File: config.mk
export PLATFORM = sky130hd
export DESIGN_NAME = tccs_ctrl
export DESIGN_NICKNAME = d
export VERILOG_FILES = /design/src/rtl/tccs_pkg.sv /design/src/rtl/tccs_ctrl.sv
export SDC_FILE = /design/constraint.sdc
export NUM_CORES = 1
export LEC_CHECK = 0
export BUFFER_PORTS_ARGS = -buffer_cell sky130_fd_sc_hd__buf_2
export CAP_MARGIN = 20
export CORE_AREA = 10 10 47 49
export DETAILED_ROUTE_END_ITERATION = 6
export DIE_AREA = 0 0 57 59
export PLACE_DENSITY_LB_ADDON = 0.1
export SLEW_MARGIN = 20
export SYNTH_ARGS = -nofsm -noshare
export SYNTH_HDL_FRONTEND = slang
export SYNTH_SLANG_ARGS = --single-unit
File: constraint.sdc
create_clock -name clock -period 2 [get_ports clock]
set_input_delay 0.4 -clock clock [delete_from_list [all_inputs] [get_ports clock]]
set_output_delay 0.4 -clock clock [all_outputs]
set_load 0.01 [all_outputs]
File: src/rtl/tccs_pkg.sv
// tccs_pkg: shared constants, types and controller codes of the text console core
// used by every file of the block; no dependencies
`timescale 1ns / 1ps

package tccs_pkg;

   localparam int COLS     = 80;
   localparam int ROWS     = 25;
   localparam int TAB      = 8;
   localparam int CELLS    = ROWS * COLS;

   localparam int POS_W    = 11;
   localparam int WIDE_W   = POS_W + 1;
   localparam int COL_W    = $clog2(COLS);
   localparam int CHAR_W   = 8;
   localparam int ATTR_W   = 8;
   localparam int CELL_W   = CHAR_W + ATTR_W;

   typedef logic [POS_W-1:0]  pos_type;
   typedef logic [WIDE_W-1:0] wide_type;
   typedef logic [COL_W-1:0]  col_type;
   typedef logic [CHAR_W-1:0] char_type;
   typedef logic [ATTR_W-1:0] attr_type;
   typedef logic [CELL_W-1:0] cell_type;

   localparam pos_type  CELLS_POS     = pos_type'(CELLS);
   localparam pos_type  LAST_ROW_POS  = pos_type'(CELLS - COLS);
   localparam pos_type  CLEAR_END_POS = pos_type'(CELLS - 1);
   localparam pos_type  COLS_POS      = pos_type'(COLS);
   localparam wide_type CELLS_WIDE    = wide_type'(CELLS);
   localparam wide_type COLS_WIDE     = wide_type'(COLS);
   localparam wide_type TAB_WIDE      = wide_type'(TAB);

   localparam attr_type ATTR_RESET = attr_type'(7);

   localparam char_type CH_NEWLINE = char_type'(10);
   localparam char_type CH_RETURN  = char_type'(13);
   localparam char_type CH_TAB     = char_type'(9);

   localparam logic OP_PUT  = 1'b0;
   localparam logic OP_READ = 1'b1;

   typedef enum logic [2:0] {
      ST_CLEAR,
      ST_IDLE,
      ST_EXEC,
      ST_READ_WAIT,
      ST_COPY,
      ST_ZERO,
      ST_DONE
   } ctrl_state_type;

   typedef struct packed {
      logic load_req;
      logic exec;
      logic cap_read;
      logic cnt_clr;
      logic clear_step;
      logic copy_step;
      logic zero_step;
      logic load_rsp;
   } cmd_type;

   typedef struct packed {
      logic is_read;
      logic addr_ok;
      logic will_scroll;
      logic clear_end;
      logic copy_end;
      logic zero_end;
      logic rsp_free;
   } status_type;

endpackage

File: src/rtl/tccs_ctrl.sv
// tccs_ctrl: sequencer for clearing, item execution, scroll copy and last-row zeroing, and response hand-off
// depends on tccs_pkg
`timescale 1ns / 1ps

module tccs_ctrl (
   input  logic                 clock,
   input  logic                 reset,
   input  logic                 req_valid,
   output logic                 req_ready,
   input  tccs_pkg::status_type status,
   output tccs_pkg::cmd_type    cmd
);

   tccs_pkg::ctrl_state_type state_ff, state_in;

   always_ff @(posedge clock) begin
      if (reset) begin
         state_ff <= tccs_pkg::ST_CLEAR;
      end else begin
         state_ff <= state_in;
      end
   end

   always_comb begin
      state_in  = state_ff;
      cmd       = '0;
      req_ready = 1'b0;
      case (state_ff)
         tccs_pkg::ST_CLEAR: begin
            cmd.clear_step = 1'b1;
            if (status.clear_end) begin
               state_in = tccs_pkg::ST_IDLE;
            end
         end
         tccs_pkg::ST_IDLE: begin
            req_ready = 1'b1;
            if (req_valid) begin
               cmd.load_req = 1'b1;
               state_in     = tccs_pkg::ST_EXEC;
            end
         end
         tccs_pkg::ST_EXEC: begin
            cmd.exec = 1'b1;
            if (status.is_read) begin
               state_in = status.addr_ok ? tccs_pkg::ST_READ_WAIT : tccs_pkg::ST_DONE;
            end else if (status.will_scroll) begin
               cmd.cnt_clr = 1'b1;
               state_in    = tccs_pkg::ST_COPY;
            end else begin
               state_in = tccs_pkg::ST_DONE;
            end
         end
         tccs_pkg::ST_READ_WAIT: begin
            cmd.cap_read = 1'b1;
            state_in     = tccs_pkg::ST_DONE;
         end
         tccs_pkg::ST_COPY: begin
            cmd.copy_step = 1'b1;
            if (status.copy_end) begin
               state_in = tccs_pkg::ST_ZERO;
            end
         end
         tccs_pkg::ST_ZERO: begin
            cmd.zero_step = 1'b1;
            if (status.zero_end) begin
               state_in = tccs_pkg::ST_DONE;
            end
         end
         tccs_pkg::ST_DONE: begin
            if (status.rsp_free) begin
               cmd.load_rsp = 1'b1;
               state_in     = tccs_pkg::ST_IDLE;
            end
         end
         default: begin
            state_in = tccs_pkg::ST_CLEAR;
         end
      endcase
   end

endmodule

==> results of run 1 <==
## metrics by stage
stage	util (%)	total power, mW
2_1_floorplan	-	0.368
3_3_place_gp	29.2	0.456
3_5_place_dp	29.2	0.451
4_1_cts	31.1	0.558
5_1_grt	31.1	0.612
6_report	31.1	0.541
## layout make-up
class | count | area share [%]
repair buffers | 19 | 22.4
clock buffers | 4 | 6.03
multi-input cells | 31 | 51.4
flip-flops and latches | 3 | 13.8
well taps | 16 | 4.60
inverters | 2 | 1.72
## worst min path at each step
stage / startpoint / endpoint / slack, ns
6_report: reset / state_ff[2]$_SDFFE_PP0P_ / 0.37
5_1_grt: reset / state_ff[2]$_SDFFE_PP0P_ / 0.37
4_1_cts: reset / state_ff[2]$_SDFFE_PP0P_ / 0.36
3_5_place_dp: reset / state_ff[1]$_SDFFE_PP0P_ / 0.61
3_3_place_gp: reset / state_ff[1]$_SDFFE_PP0P_ / 0.61
2_1_floorplan: reset / state_ff[1]$_SDFFE_PP0P_ / 0.47
## cells by family after synthesis
kind of cell	share of synthesized area, %
AOI/OAI and AO/OA	25.9
DFF	19.1
and+or+nand+nor	38.7
buffers and inverters	9.56
muxes	6.77
## placed cells by master (no fill, tap or decap), types with 2 or more instances in the layout
cell type  synthesis  routed
a21oi_1            3       3
buf_2              0      18
clkbuf_4           0       3
dfxtp_1            3       3
inv_1              2       2
nand2_1            3       3
nand2b_1           2       2
nor2_1             5       5
nor3_1             2       2
o21ai_0            2       2
## synth_stat cells, types with 2 or more instances
master / number
a21oi_1: 3
dfxtp_1: 3
inv_1: 2
nand2_1: 3
nand2b_1: 2
nor2_1: 5
nor3_1: 2
o21ai_0: 2
## worst max-delay path: stages (launching register included)
cell and delay (ns):
dfxtp_1 0.54, nor3b_4 0.32, and2_1 0.15, buf_2 0.12
## per-layer routing
metal  routed length (um)  up-vias
li1                     -      173
met5                    0        -
met2                  411       11
met3                   55        0
met4                    0        0
met1                  381      133
## power breakdown
part / internal (mW) / switching [mW] / leakage (nW)
combinational: 0.156 / 0.144 / 0.171
sequential: 0.0829 / 0.0557 / 0.0247
clock: 0.0746 / 0.0281 / 0.0150
total: 0.313 / 0.228 / 0.210
==> results by group, run 1 <==
GRT
  – Grt ovf: 0
  – Vias in the first global route: 358
  – Largest net degree at the start of global routing: 14
  – GRT met3 Usage: 3.00%
  – Initial antenna violation count: 0
  – GR met2 Demand/Resource: 8.68%
  – First-pass GRT wire length: 1520 um
  – Met1 usage: 5.71%
  – GRT Overall Usage: 5.62%
  – GR peak layer: met2

Die
  – Initial Utilization: 22.4%
  – Core area: 1400 um^2
  – Die Y: 59 um
  – Io pins: 19
  – Die area: 3360 um^2
  – # rows: 14
  – Die width: 57 um

Worst setup path
  – CP arrival: 1.37 ns
  – R2R depth: 4
  – Max Fanout on Critical Path: 13
  – Worst Setup EP: cmd[7]
  – Critical path required time: 1.60 ns
  – Crit Path Category: reg2out
  – Critical R2R Capture: state_ff[1]$_SDFFE_PP0P_
  – FF-to-FF Start: state_ff[0]$_SDFFE_PP0P_
  – Crit. Startpoint: state_ff[0]$_SDFFE_PP0P_
  – CP Capture Type: output port
  – Worst reg-to-reg setup slack: 0.57 ns
  – Startpoint Class: flip-flop

Timing
  – Final setup violation count: 0
  – Max Fclk: 0.566 GHz
  – Final Hold Fails: 0
  – Setup TNS: 0 ns
  – Slew HR: 74.1%
  – Post-route minimum period: 1.77 ns
  – Slew Limit Fails: 0
  – Clk_skew: 0.00164 ns
  – Final worst slack: 0.233 ns
  – RSZ-0062 raised after global routing: no
  – WHS: 0.371 ns
  – Fin crit share: 88.4%
  – Worst-Margin Slew: 0.387 ns

Yosys
  – Synth async-reset ratio: 0%
  – EDFF count, synth: 0
  – Top FF cell, synth: dfxtp_1
  – Proportion of netlist area held by the largest area contributor: 19.1%
  – Sequential area share after synthesis: 19.1%
  – Post-synth top area cell: dfxtp_1
  – Avg Inst Size Synth: 8.05 um^2
  – Synth Warn #: 0
  – Yosys cell types: 25
  – Synth Instances: 39
  – Register bit count reported by yosys: 3
  – Synth top area cells: dfxtp_1 19%, o2bb2ai_4 8.8%, nor2_1 6.0%, nor3b_4 6.0%, a21oi_1 4.8%
  – Post-Syn Area: 314 um^2
  – Synthesized net count: 49

Clock network
  – Clock Sinks: 3
  – Postcts setup bufs: 0
  – Post-CTS Resized: 0
  – Total CTS buffers: 3
  – # H-tree levels: 1
  – Clk slew on worst S/H paths: 0.04 ns
  – Clock root cell: clkbuf_4
  – CTS tree: built
  – Clock buffer depth: 2
  – Hold bufs inserted after CTS: 0
  – Worst skew pair latency: 0.23 ns

Power
  – Leakage: 0.210 nW
  – PD cells: 1240 nW/um^2
  – Peak supply drop: 292 uV

Hold path
  – Hold path cells: 2
  – Worst hold-check path type: in2reg

Routing
  – First-pass DRT Iterations: 2
  – Drt wl/cell: 11.3 um
  – Post-DRT Antenna Nets: 0
  – DRT iter0 DRCs: 3
  – Drt drc: 0
  – Final WL: 848 um
  – Vias: 317
  – Via-per-instance ratio: 4.23

Cells and area
  – Reg area: 60.1 um^2
  – Area Overhead vs Synth: 38.6%
  – Ant diodes: 0
  – Reg with most FFs: state_ff
  – Layout Cells excl Fill: 75
  – Final instance area: 435 um^2
  – Layout fillers: 171
  – Share of cells above drive strength 1: 45.8%
  – Multi-input gate area: 224 um^2
  – Biggest regs: state_ff: 3 flops
  – Max FFs per register: 3
  – Nets: 70

Placement
  – Placed cells: 71
  – Placer Congestion: 0.735
  – Area after DPL: 409 um^2
  – IO buf count: 18
  – Hpwl dp: 723 um
  – Setup WS pre-CTS: 0.440 ns

Run status
  – Status: complete, no violations

Run
  – Max Cap Violations: 0
(Power assumes the default switching activity.)
==> run 2, diff against run 1 <==
--- a/config.mk
+++ b/config.mk
@@ -6,11 +6,11 @@
 export NUM_CORES = 1
 export LEC_CHECK = 0
 export BUFFER_PORTS_ARGS = -buffer_cell sky130_fd_sc_hd__buf_2
-export CAP_MARGIN = 20
 export CORE_AREA = 10 10 47 49
 export DETAILED_ROUTE_END_ITERATION = 6
 export DIE_AREA = 0 0 57 59
 export PLACE_DENSITY_LB_ADDON = 0.1
+export RECOVER_POWER = 50
 export SLEW_MARGIN = 20
 export SYNTH_ARGS = -nofsm -noshare
 export SYNTH_HDL_FRONTEND = slang
==> constraint.sdc (replaced) <==
create_clock -name clock -period 2.3 [get_ports clock]
set_input_delay 0.46 -clock clock [delete_from_list [all_inputs] [get_ports clock]]
set_output_delay 0.46 -clock clock [all_outputs]
set_load 0.01 [all_outputs]
==> results by group, run 2 (synthesis gave the netlist of run 1 again) <==
Power
  – Sw Ratio: 44.0%
  – Reg power frac: 30.0%
  – Clock network fraction of design power: 21.2%
  – Leakage: 0.190 nW
  – Switching pwr: 188 uW
  – Comb pwr share: 48.8%
  – Int Power: 239 uW
  – Peak supply drop: 213 uV
  – PD cells: 1080 nW/um^2

Run status
  – Status: complete, no violations

Cells and area
  – Max FFs per register: 3
  – Biggest regs: state_ff: 3 flops
  – Area Overhead vs Synth: 25.9%
  – Nets: 69
  – Most frequent cells in the layout: 16 x buf_2, 5 x nor2_1
  – Ant diodes: 0
  – Reg area: 60.1 um^2
  – Commonest non-fill, non-tap cell in the layout: buf_2
  – Reg with most FFs: state_ff
  – Layout fillers: 173
  – Share of cells above drive strength 1: 36.2%
  – Multi-input gate area: 194 um^2

Hold path
  – Hold path cells: 2
  – Hold path endpoint: state_ff[2]$_SDFFE_PP0P_
  – Worst hold-check path type: in2reg
  – Min-delay src: reset

Timing
  – RSZ-0062 raised after global routing: no
  – Slew Limit Fails: 0
  – Setup TNS: 0 ns
  – Final worst slack: 0.421 ns
  – Clk_skew: 0.00212 ns
  – Post-route minimum period: 1.88 ns
  – Worst-Margin Slew: 0.377 ns
  – Final setup violation count: 0
  – Slew HR: 74.8%
  – Final Hold Fails: 0
  – Max Fclk: 0.532 GHz
  – Fin crit share: 81.7%

Routing
  – First-pass DRT Iterations: 2
  – Drt drc: 0
  – Vias: 329
  – Drt wl/cell: 11.8 um
  – Via-per-instance ratio: 4.45
  – DRT iter0 DRCs: 3
  – Final WL: 871 um
  – Post-DRT Antenna Nets: 0

Die
  – Core area: 1400 um^2
  – # rows: 14
  – Die Y: 59 um
  – Io pins: 19
  – Die area: 3360 um^2
  – Initial Utilization: 22.4%
  – Die width: 57 um

Clock network
  – Hold bufs inserted after CTS: 0
  – Postcts setup bufs: 0
  – Clk slew on worst S/H paths: 0.04 ns
  – CTS tree: built
  – Worst skew pair latency: 0.23 ns
  – Clock root cell: clkbuf_4
  – # H-tree levels: 1
  – Total CTS buffers: 3
  – Post-CTS Resized: 0
  – Clock buffer depth: 2
  – Clock Sinks: 3

Placement
  – Setup WS pre-CTS: 0.627 ns
  – Hpwl dp: 698 um
  – IO buf count: 18
  – Placer Congestion: 0.694

GRT
  – Grt ovf: 0
  – Vias in the first global route: 325
  – Initial antenna violation count: 0
  – First-pass GRT wire length: 1450 um
  – Largest net degree at the start of global routing: 14
  – GRT Overall Usage: 5.45%

Worst setup path
  – Critical R2R Capture: state_ff[0]$_SDFFE_PP0P_
  – CP arrival: 1.42 ns
  – FF-to-FF Start: state_ff[1]$_SDFFE_PP0P_
  – Startpoint Class: flip-flop
  – Critical path required time: 1.84 ns
  – Worst reg-to-reg setup slack: 0.73 ns
  – Max Fanout on Critical Path: 11
  – CP Capture Type: output port
  – Crit Path Category: reg2out
  – R2R depth: 4

Run
  – Max Cap Violations: 0
[run 2: through the flow]
step                      utilization (%)  instance area (um^2)  hold WS, ns  power [mW]  std cells
after floorplan                         -                   314        0.529       0.320         39
after CTS                            30.5                   428        0.424       0.479         74
after global placement               28.7                   402        0.631       0.386         70
final                                28.2                   395        0.432       0.427         74
after detailed placement             28.7                   402        0.634       0.384         70
after global routing                 28.2                   395        0.427       0.475         74
[run 2: cell type report]
cell class	count	share of cell area, %
tap	16	5.06
timing repair buffer	18	22.2
clock buffer	4	6.65
inverter	2	1.90
multi-input combinational	31	49.1
sequential	3	15.2
[run 2: worst max path at each step]
stage                                  start     end  slack (ns)  depth (start not counted)
finish              state_ff[1]$_SDFFE_PP0P_  cmd[4]        0.42                          3
CTS                 state_ff[1]$_SDFFE_PP0P_  cmd[4]        0.37                          3
global route        state_ff[1]$_SDFFE_PP0P_  cmd[4]        0.26                          3
floorplan           state_ff[1]$_SDFFE_PP0P_  cmd[4]        0.76                          3
detailed placement  state_ff[1]$_SDFFE_PP0P_  cmd[4]        0.63                          3
global placement    state_ff[1]$_SDFFE_PP0P_  cmd[4]        0.64                          3
[run 2: critical path: stages, from the launching register on]
cell and delay [ns]:
dfxtp_1 0.54, or2b_2 0.34, nor3_1 0.15, buf_2 0.15
[run 2: layer usage]
layer  routed length [um]  part of all wire [%]  vias to the layer above  global-route usage (%)
met5                    0                     0                        -                       0
met4                    0                     0                        0                    5.03
met3                   48                   5.5                        0                    2.15
met2                  412                    47                       11                    8.06
met1                  410                    47                      144                    5.83
li1                     -                     -                      174                       -
[run 2: power by group through the flow]
stage	combinational [mW]	clock (mW)	sequential, mW
after detailed placement	0.248	0	0.135
after global routing	0.235	0.104	0.136
after CTS	0.249	0.0956	0.134
after floorplan	0.237	0	0.0831
final	0.208	0.0904	0.128
after global placement	0.250	0	0.136
